==> src/rtl/zz_pkg.sv <==
// ----------------------------------------------------------------------------
// zz_pkg
// Shared types, constants and helpers for the zigzag scan address generator.
// ----------------------------------------------------------------------------
package zz_pkg;

	// Field widths
	localparam int MAX_DIM   = 1024;
	localparam int COORD_W   = $clog2(MAX_DIM);
	localparam int DIM_W     = COORD_W + 1;
	localparam int POS_W     = 20;
	localparam int KEEP_W    = POS_W + 1;
	localparam int CFG_IDX_W = 2;
	localparam int CFG_DAT_W = KEEP_W;

	// Configuration register indexes
	localparam logic [CFG_IDX_W-1:0] CFG_BLOCK_WIDTH  = 2'd0;
	localparam logic [CFG_IDX_W-1:0] CFG_BLOCK_HEIGHT = 2'd1;
	localparam logic [CFG_IDX_W-1:0] CFG_KEEP_COUNT   = 2'd2;

	// Reset values of the configuration registers
	localparam logic [DIM_W-1:0]  RST_BLOCK_WIDTH  = DIM_W'(8);
	localparam logic [DIM_W-1:0]  RST_BLOCK_HEIGHT = DIM_W'(8);
	localparam logic [KEEP_W-1:0] RST_KEEP_COUNT   = KEEP_W'(64);

	// Walk state
	typedef struct packed {
		logic [COORD_W-1:0] row;
		logic [COORD_W-1:0] col;
		logic               down_left;
		logic               bounced;
		logic [POS_W-1:0]   position;
	} zz_state_t;

	// One emitted scan position
	typedef struct packed {
		logic [COORD_W-1:0] row;
		logic [COORD_W-1:0] col;
		logic [POS_W-1:0]   scan_index;
		logic               keep;
		logic               is_last;
	} zz_result_t;

	// Limit a programmed dimension to 2..MAX_DIM
	function automatic logic [DIM_W-1:0] clamp_dim(input logic [DIM_W-1:0] v);
		if (v < DIM_W'(2))
			return DIM_W'(2);
		else if (v > DIM_W'(MAX_DIM))
			return DIM_W'(MAX_DIM);
		else
			return v;
	endfunction

endpackage

==> src/rtl/zz_step.sv <==
// ----------------------------------------------------------------------------
// zz_step
// One zigzag step: emits the current position and computes the next state.
// ----------------------------------------------------------------------------
module zz_step (
	input  zz_pkg::zz_state_t          cur,
	input  logic                       restart,
	input  logic [zz_pkg::DIM_W-1:0]   width,
	input  logic [zz_pkg::DIM_W-1:0]   height,
	input  logic [zz_pkg::KEEP_W-1:0]  keep_count,
	output zz_pkg::zz_result_t         result,
	output zz_pkg::zz_state_t          nxt
);
	import zz_pkg::*;

	logic               origin;
	logic [COORD_W-1:0] r, c;
	logic               dl, bl;
	logic [POS_W-1:0]   p;
	logic [COORD_W-1:0] w_m1, h_m1;
	logic               last, left, top, right, bottom, bounce;
	logic               row_inc, row_dec, col_inc, col_dec;
	logic [DIM_W-1:0]   nr, nc;
	logic               leaves;

	always_comb begin
		// Back to the origin on restart or when the position fell outside
		origin = restart || ({1'b0, cur.row} >= height) || ({1'b0, cur.col} >= width);
		r  = origin ? '0 : cur.row;
		c  = origin ? '0 : cur.col;
		dl = origin ? 1'b0 : cur.down_left;
		bl = origin ? 1'b0 : cur.bounced;
		p  = origin ? '0 : cur.position;

		w_m1 = COORD_W'(width - DIM_W'(1));
		h_m1 = COORD_W'(height - DIM_W'(1));

		left   = (c == '0);
		top    = (r == '0);
		right  = (c == w_m1);
		bottom = (r == h_m1);
		last   = bottom && right;

		result.row        = r;
		result.col        = c;
		result.scan_index = p;
		result.keep       = ({1'b0, p} < keep_count);
		result.is_last    = last;

		// Move selection: bounce along an edge or step on the diagonal
		bounce  = (left || top || right || bottom) && !bl;
		row_inc = 1'b0;
		row_dec = 1'b0;
		col_inc = 1'b0;
		col_dec = 1'b0;
		if (bounce) begin
			if (top && !right)
				col_inc = 1'b1;
			else if (left && !bottom)
				row_inc = 1'b1;
			else if (right)
				row_inc = 1'b1;
			else
				col_inc = 1'b1;
		end else if (dl) begin
			col_dec = 1'b1;
			row_inc = 1'b1;
		end else begin
			col_inc = 1'b1;
			row_dec = 1'b1;
		end

		// A decrement below zero wraps high and fails the bound check
		nr = row_inc ? ({1'b0, r} + DIM_W'(1)) :
		     row_dec ? ({1'b0, r} - DIM_W'(1)) : {1'b0, r};
		nc = col_inc ? ({1'b0, c} + DIM_W'(1)) :
		     col_dec ? ({1'b0, c} - DIM_W'(1)) : {1'b0, c};
		leaves = (nr >= height) || (nc >= width);

		// Next state: wrap after the last corner or an illegal move
		if (last || leaves) begin
			nxt = '0;
		end else begin
			nxt.row       = nr[COORD_W-1:0];
			nxt.col       = nc[COORD_W-1:0];
			nxt.down_left = bounce ? !dl : dl;
			nxt.bounced   = bounce;
			nxt.position  = p + POS_W'(1);
		end
	end

endmodule

==> src/rtl/zz_skid.sv <==
// ----------------------------------------------------------------------------
// zz_skid
// Output register with a skid entry; ready depends only on local state.
// ----------------------------------------------------------------------------
module zz_skid (
	input  logic                clk,
	input  logic                arst_n,
	input  logic                push_valid,
	output logic                push_ready,
	input  zz_pkg::zz_result_t  push_data,
	output logic                pop_valid,
	input  logic                pop_ready,
	output zz_pkg::zz_result_t  pop_data
);
	import zz_pkg::*;

	logic       out_valid_q, skid_valid_q;
	zz_result_t out_q, skid_q;
	logic       push, pop;

	assign push_ready = !skid_valid_q;
	assign push       = push_valid && push_ready;
	assign pop        = out_valid_q && pop_ready;
	assign pop_valid  = out_valid_q;
	assign pop_data   = out_q;

	// Occupancy
	always_ff @(posedge clk or negedge arst_n) begin
		if (!arst_n) begin
			out_valid_q  <= 1'b0;
			skid_valid_q <= 1'b0;
		end else if (skid_valid_q) begin
			if (pop)
				skid_valid_q <= 1'b0;
		end else if (push) begin
			if (!out_valid_q || pop)
				out_valid_q <= 1'b1;
			else
				skid_valid_q <= 1'b1;
		end else if (pop) begin
			out_valid_q <= 1'b0;
		end
	end

	// Payload
	always_ff @(posedge clk) begin
		if (skid_valid_q) begin
			if (pop)
				out_q <= skid_q;
		end else if (push) begin
			if (!out_valid_q || pop)
				out_q <= push_data;
			else
				skid_q <= push_data;
		end
	end

endmodule

==> src/rtl/zigzag_scan_address_generator.sv <==
// Results are registered in the output entry, or in the skid entry while
// the output entry holds one. Throughput: one request per cycle while the
// skid entry is free; the walk state register closes a loop through the
// step logic, and a two-entry output buffer keeps the input side open
// while a result waits. Reset: walk returns to the origin heading
// up-right; registers reset to width 8, height 8, keep count 64.
// ----------------------------------------------------------------------------
// zigzag_scan_address_generator
// Emits (row, col, scan index, keep, last) along a diagonal zigzag walk.
// ----------------------------------------------------------------------------
module zigzag_scan_address_generator (
	input  logic                          clk,
	input  logic                          arst_n,
	input  logic                          in_valid,
	output logic                          in_ready,
	input  logic                          restart,
	output logic                          out_valid,
	input  logic                          out_ready,
	output logic [zz_pkg::COORD_W-1:0]    row,
	output logic [zz_pkg::COORD_W-1:0]    col,
	output logic [zz_pkg::POS_W-1:0]      scan_index,
	output logic                          keep,
	output logic                          is_last,
	input  logic                          cfg_valid,
	output logic                          cfg_ready,
	input  logic [zz_pkg::CFG_IDX_W-1:0]  cfg_index,
	input  logic [zz_pkg::CFG_DAT_W-1:0]  cfg_data
);
	import zz_pkg::*;

	logic [DIM_W-1:0]  block_width_q, block_height_q;
	logic [KEEP_W-1:0] keep_count_q;
	logic [DIM_W-1:0]  w, h;
	zz_state_t         state_q, state_nxt;
	zz_result_t        step_res, out_res;
	logic              in_acc;

	assign cfg_ready = 1'b1;
	assign w         = clamp_dim(block_width_q);
	assign h         = clamp_dim(block_height_q);
	assign in_acc    = in_valid && in_ready;

	// Configuration registers
	always_ff @(posedge clk or negedge arst_n) begin
		if (!arst_n) begin
			block_width_q  <= RST_BLOCK_WIDTH;
			block_height_q <= RST_BLOCK_HEIGHT;
			keep_count_q   <= RST_KEEP_COUNT;
		end else if (cfg_valid && cfg_ready) begin
			unique case (cfg_index)
				CFG_BLOCK_WIDTH:  block_width_q  <= cfg_data[DIM_W-1:0];
				CFG_BLOCK_HEIGHT: block_height_q <= cfg_data[DIM_W-1:0];
				CFG_KEEP_COUNT:   keep_count_q   <= cfg_data;
				default: ;
			endcase
		end
	end

	// Step logic
	zz_step u_step (
		.cur        (state_q),
		.restart    (restart),
		.width      (w),
		.height     (h),
		.keep_count (keep_count_q),
		.result     (step_res),
		.nxt        (state_nxt)
	);

	// Walk state advances once per accepted request
	always_ff @(posedge clk or negedge arst_n) begin
		if (!arst_n)
			state_q <= '0;
		else if (in_acc)
			state_q <= state_nxt;
	end

	// Result buffer
	zz_skid u_skid (
		.clk        (clk),
		.arst_n     (arst_n),
		.push_valid (in_valid),
		.push_ready (in_ready),
		.push_data  (step_res),
		.pop_valid  (out_valid),
		.pop_ready  (out_ready),
		.pop_data   (out_res)
	);

	assign row        = out_res.row;
	assign col        = out_res.col;
	assign scan_index = out_res.scan_index;
	assign keep       = out_res.keep;
	assign is_last    = out_res.is_last;

	// Input stalls only while the output side is full
	a_stall_needs_result: assert property (@(posedge clk) disable iff (!arst_n)
		!in_ready |-> out_valid)
		else $error("input stalled with no pending result");

	// A restart request emits the origin, so the walk stands at index one
	a_restart_advances: assert property (@(posedge clk) disable iff (!arst_n)
		in_acc && restart |=> state_q.position == POS_W'(1))
		else $error("walk did not advance from origin after restart");

	// After an accepted request the output always holds a valid result in the next cycle
	a_accept_gives_result: assert property (@(posedge clk) disable iff (!arst_n)
		in_acc |=> out_valid)
		else $error("accepted request produced no result");

endmodule

==> config.mk <==
export PLATFORM = sky130hd
export DESIGN_NAME = zigzag_scan_address_generator
export DESIGN_NICKNAME = d
export VERILOG_FILES = /design/src/rtl/zz_pkg.sv /design/src/rtl/zz_step.sv /design/src/rtl/zz_skid.sv /design/src/rtl/zigzag_scan_address_generator.sv
export SDC_FILE = /design/constraint.sdc
export NUM_CORES = 1
export LEC_CHECK = 0
export BUFFER_PORTS_ARGS = -buffer_cell sky130_fd_sc_hd__buf_2
export CAP_MARGIN = 20
export CORE_MARGIN = 1.5
export CORE_UTILIZATION = 30
export CTS_CLUSTER_DIAMETER = 40
export DETAILED_ROUTE_END_ITERATION = 10
export GPL_TIMING_DRIVEN = 0
export PLACE_DENSITY_LB_ADDON = 0.25
export SYNTH_ARGS = -nofsm -noshare
export SYNTH_HDL_FRONTEND = slang
export SYNTH_SLANG_ARGS = --single-unit
==> constraint.sdc <==
create_clock -name clk -period 10.4 [get_ports clk]
set_clock_uncertainty 0.1 [all_clocks]
set_input_delay 1.04 -clock clk [delete_from_list [all_inputs] [get_ports clk]]
set_output_delay 1.04 -clock clk [all_outputs]
set_load 0.02 [all_outputs]
==> results.sh <==
export IMPL_arrival_ps=9890
export IMPL_global_route_overflow_total=0
export IMPL_n_antenna_cell=0
export IMPL_synth_cell_types=76
export IMPL_layout_min_cycle_time_ps=9600
export IMPL_full_die_area_um2=35800
export IMPL_numCtsBuffers=17
export IMPL_vias=8233
export IMPL_detailedRoute_firstIterationViolations=684
export IMPL_postRouteAntennaNets=0
export IMPL_synthesis_area_um2=10400
export IMPL_synth_seq_area_share_pct=45.2
export IMPL_critical_path_max_stage_delay_ps=520
export IMPL_grt_pass1_vias=7978
export IMPL_finalSetupViolations=0
export IMPL_timing_fmax_mhz=104
export IMPL_rows=67
export IMPL_power_density_cells_nw_per_um2=329
export IMPL_slew_viol_final=0
export IMPL_layout_commonest_cell="sky130_fd_sc_hd__nand2_1"
export IMPL_synthesis_area_per_instance_um2=10.3
export IMPL_cts_tree="yes"
export IMPL_cellLeakagePower_nw=5.19
export IMPL_slew_headroom_pct=34.9
export IMPL_io_pins=74
export IMPL_outcome="completed"
export IMPL_dr_pass1_iterations=5
export IMPL_finalHoldViolations=0
export IMPL_synth_top_flop_cell="sky130_fd_sc_hd__edfxtp_1"
export IMPL_cts_buffer_depth=2
export IMPL_netlist_top_cell_by_area="sky130_fd_sc_hd__edfxtp_1"
export IMPL_clock_tree_htree_level_count=4
export IMPL_synthToLayoutAreaGrowth_pct=15.6
export IMPL_smallest_setup_slack_after_layout_ps=795
export IMPL_slowest_stage="sky130_fd_sc_hd__clkbuf_1"
export IMPL_final_min_period_over_clock_period_pct=92.4
export IMPL_yosysTopAreaCellShare_pct=24.3
export IMPL_layout_area_seq_um2=4700
export IMPL_routed_wirelength_um=30300
export IMPL_post_dp_hpwl_um=23100
export IMPL_grt_setup_unrepaired="false"
export IMPL_layout_drive_gt1_share_pct=17.2
export IMPL_pre_cts_slack_ps=-577
export IMPL_floorplan_core_area_um2=33800
export IMPL_worstPathMaxFanout=10
export IMPL_synth_fp_nets=1112
export IMPL_finalCoreUtilization_pct=35.6
export IMPL_grt_pass1_wl_um=47300
export IMPL_syn_instance_count=1012
export IMPL_avgViaCountPerCell=5.25
export IMPL_fin_setup_tns_ps=0
export IMPL_grt_use_total_pct=17.2
export IMPL_placed_cells=1536
export IMPL_multiInputGateArea_um2=5210
export IMPL_clk_latency_ps=450
export IMPL_filler_cell_count=3427
export IMPL_drt_drc_violations_left=0
export IMPL_edff_count_synth=84
export IMPL_setup_reg_to_reg_worst_slack_ps=800
export IMPL_synthArstFlopShare_pct=50.9
export IMPL_fp_dieH_um=189
export IMPL_layout_cells_non_filler=1568
export IMPL_grt_antenna_before_repair=1
export IMPL_grt_max_degree=47
export IMPL_max_cap_violations=0
export IMPL_layout_nets=1207
export IMPL_cts_root_buf="sky130_fd_sc_hd__clkbuf_16"
export IMPL_clkSinkCount=171
export IMPL_die_w_um=189
export IMPL_yosys_top_cells_area="sky130_fd_sc_hd__edfxtp_1 24%, sky130_fd_sc_hd__dfrtp_1 20%, sky130_fd_sc_hd__ha_1 8.5%"
export IMPL_critical_path_endpoint_type="flop"
export IMPL_detail_route_wl_per_cell_um=19.3
export IMPL_synth_seq_cells=171
export IMPL_port_buffer_count=72
export IMPL_initial_core_util_pct=30.8
export IMPL_whs_ps=397
export IMPL_highest_count_cells_in_the_layout_ignoring_fill_and_taps="102 x sky130_fd_sc_hd__nand2_1, 84 x sky130_fd_sc_hd__dfrtp_1, 84 x sky130_fd_sc_hd__edfxtp_1, 76 x sky130_fd_sc_hd__buf_2"
export IMPL_min_delay_worst_type="reg -> reg"
export IMPL_globalplace_congestion=0.867
export IMPL_type_of_element_launching_the_critical_path="flop"
export IMPL_class_of_the_most_critical_setup_path="reg -> reg"
export IMPL_post_cts_hold_buffer_count=0
export IMPL_worstMarginPinSlew_ps=972
export IMPL_worstPathRequired_ps=10680
export IMPL_vdd_ir_drop_worst_mv=0.164
export IMPL_yosys_warnings=0
export IMPL_clk_transition_reported_paths_ps=80
## flip-flops by register name, summed over array words and instances (netlist names)
register             flops
block_height_q          11
block_width_q           11
keep_count_q            21
state_q                 42
u_skid.pop_data         42
u_skid.pop_valid         1
u_skid.skid_q           42
u_skid.skid_valid_q      1
## cell usage after synthesis (all sizes together), types with 4 or more instances
| cell type | n |
|---|---|
| inv | 71 |
| o22ai | 6 |
| mux2 | 53 |
| a21boi | 4 |
| ha | 71 |
| nand3 | 12 |
| nor4 | 14 |
| xnor2 | 25 |
| a32o | 13 |
| and2 | 5 |
| o21a | 10 |
| a22o | 22 |
| or4 | 5 |
| a31oi | 10 |
| nor3b | 8 |
| and3 | 30 |
| nand3b | 4 |
| nor2 | 45 |
| edfxtp | 84 |
| nand4 | 13 |
| or3 | 12 |
| o21ai | 54 |
| or2 | 6 |
| nor2b | 12 |
| a21o | 8 |
| buf | 11 |
| and4 | 6 |
| nor3 | 15 |
| a21oi | 31 |
| nand2 | 102 |
| o311ai | 4 |
| clkbuf | 47 |
| dfrtp | 84 |
| nand2b | 11 |
| a211o | 5 |
| o31ai | 30 |
| mux2i | 15 |
| a211oi | 6 |
## final cells by class
class                   instances  share of cell area [%]
plain buffers                  58                    2.10
clock buffers                  19                    3.78
clock inverters                13                    1.01
inverters                      71                    2.22
multi-input cells             712                    43.4
flip-flops and latches        171                    39.1
well taps                     448                    4.66
repair buffers                 76                    3.75
## worst paths after layout
| kind | from | cells after the start | end |
|---|---|---|---|
| worst max-delay path | block_width_q[4] | 34 | state_q[13] |
| worst min-delay path | state_q[19] | 1 | state_q[19] |
| worst max register to register | block_width_q[4] | 34 | state_q[13] |
| worst min register to register | state_q[19] | 1 | state_q[19] |
| max in group asynchronous | arst_n | 2 | keep_count_q[6] |
| min in group asynchronous | arst_n | 1 | state_q[36] |
## cell families after synthesis
| family | synth area share [%] |
|---|---|
| XOR/XNOR | 2.19 |
| flip-flops | 45.2 |
| other | 0.0361 |
| multiplexers | 7.18 |
| AND/OR/NAND/NOR | 15.1 |
| buffers and inverters | 4.97 |
| adder cells (fa/ha/maj) | 8.54 |
| AO/OA/AOI/OAI | 16.7 |
## critical path, delay by kind of cell (launching register included)
family / cells / cell delay, ps
AND/OR/NAND/NOR: 10 / 2570
buffers and inverters: 5 / 1690
multiplexers: 1 / 320
XOR/XNOR: 1 / 300
flip-flops: 1 / 430
adder cells (fa/ha/maj): 4 / 1210
AO/OA/AOI/OAI: 13 / 2880
## report_power, final
| group | total [mW] | switching, mW | internal (mW) |
|---|---|---|---|
| Sequential | 1.03 | 0.111 | 0.920 |
| Combinational | 2.28 | 1.45 | 0.829 |
| Clock | 0.640 | 0.309 | 0.331 |
| Total | 3.95 | 1.87 | 2.08 |
## metal layers
layer,GRT usage [%],wire length (µm),part of all wire (%)
met1,24.5,14700,49
met5,0,10,0.033
met3,3.32,1510,5.0
met2,26.8,13700,45
met4,4.21,361,1.2
## metrics by stage
step	cell area, µm²	power (mW)
after global placement	11300	3.26
after CTS	12000	3.96
after detailed placement	11400	3.30
after floorplan	10400	2.60
after global routing	12000	4.23
final	12000	3.95
## repair_timing
action | 4_1_cts | 5_1_grt
gates resized for setup | 3 | 7
endpoints found under the setup margin | 38 | 42
buffers inserted | 0 | 0
(Power assumes the default switching activity.)
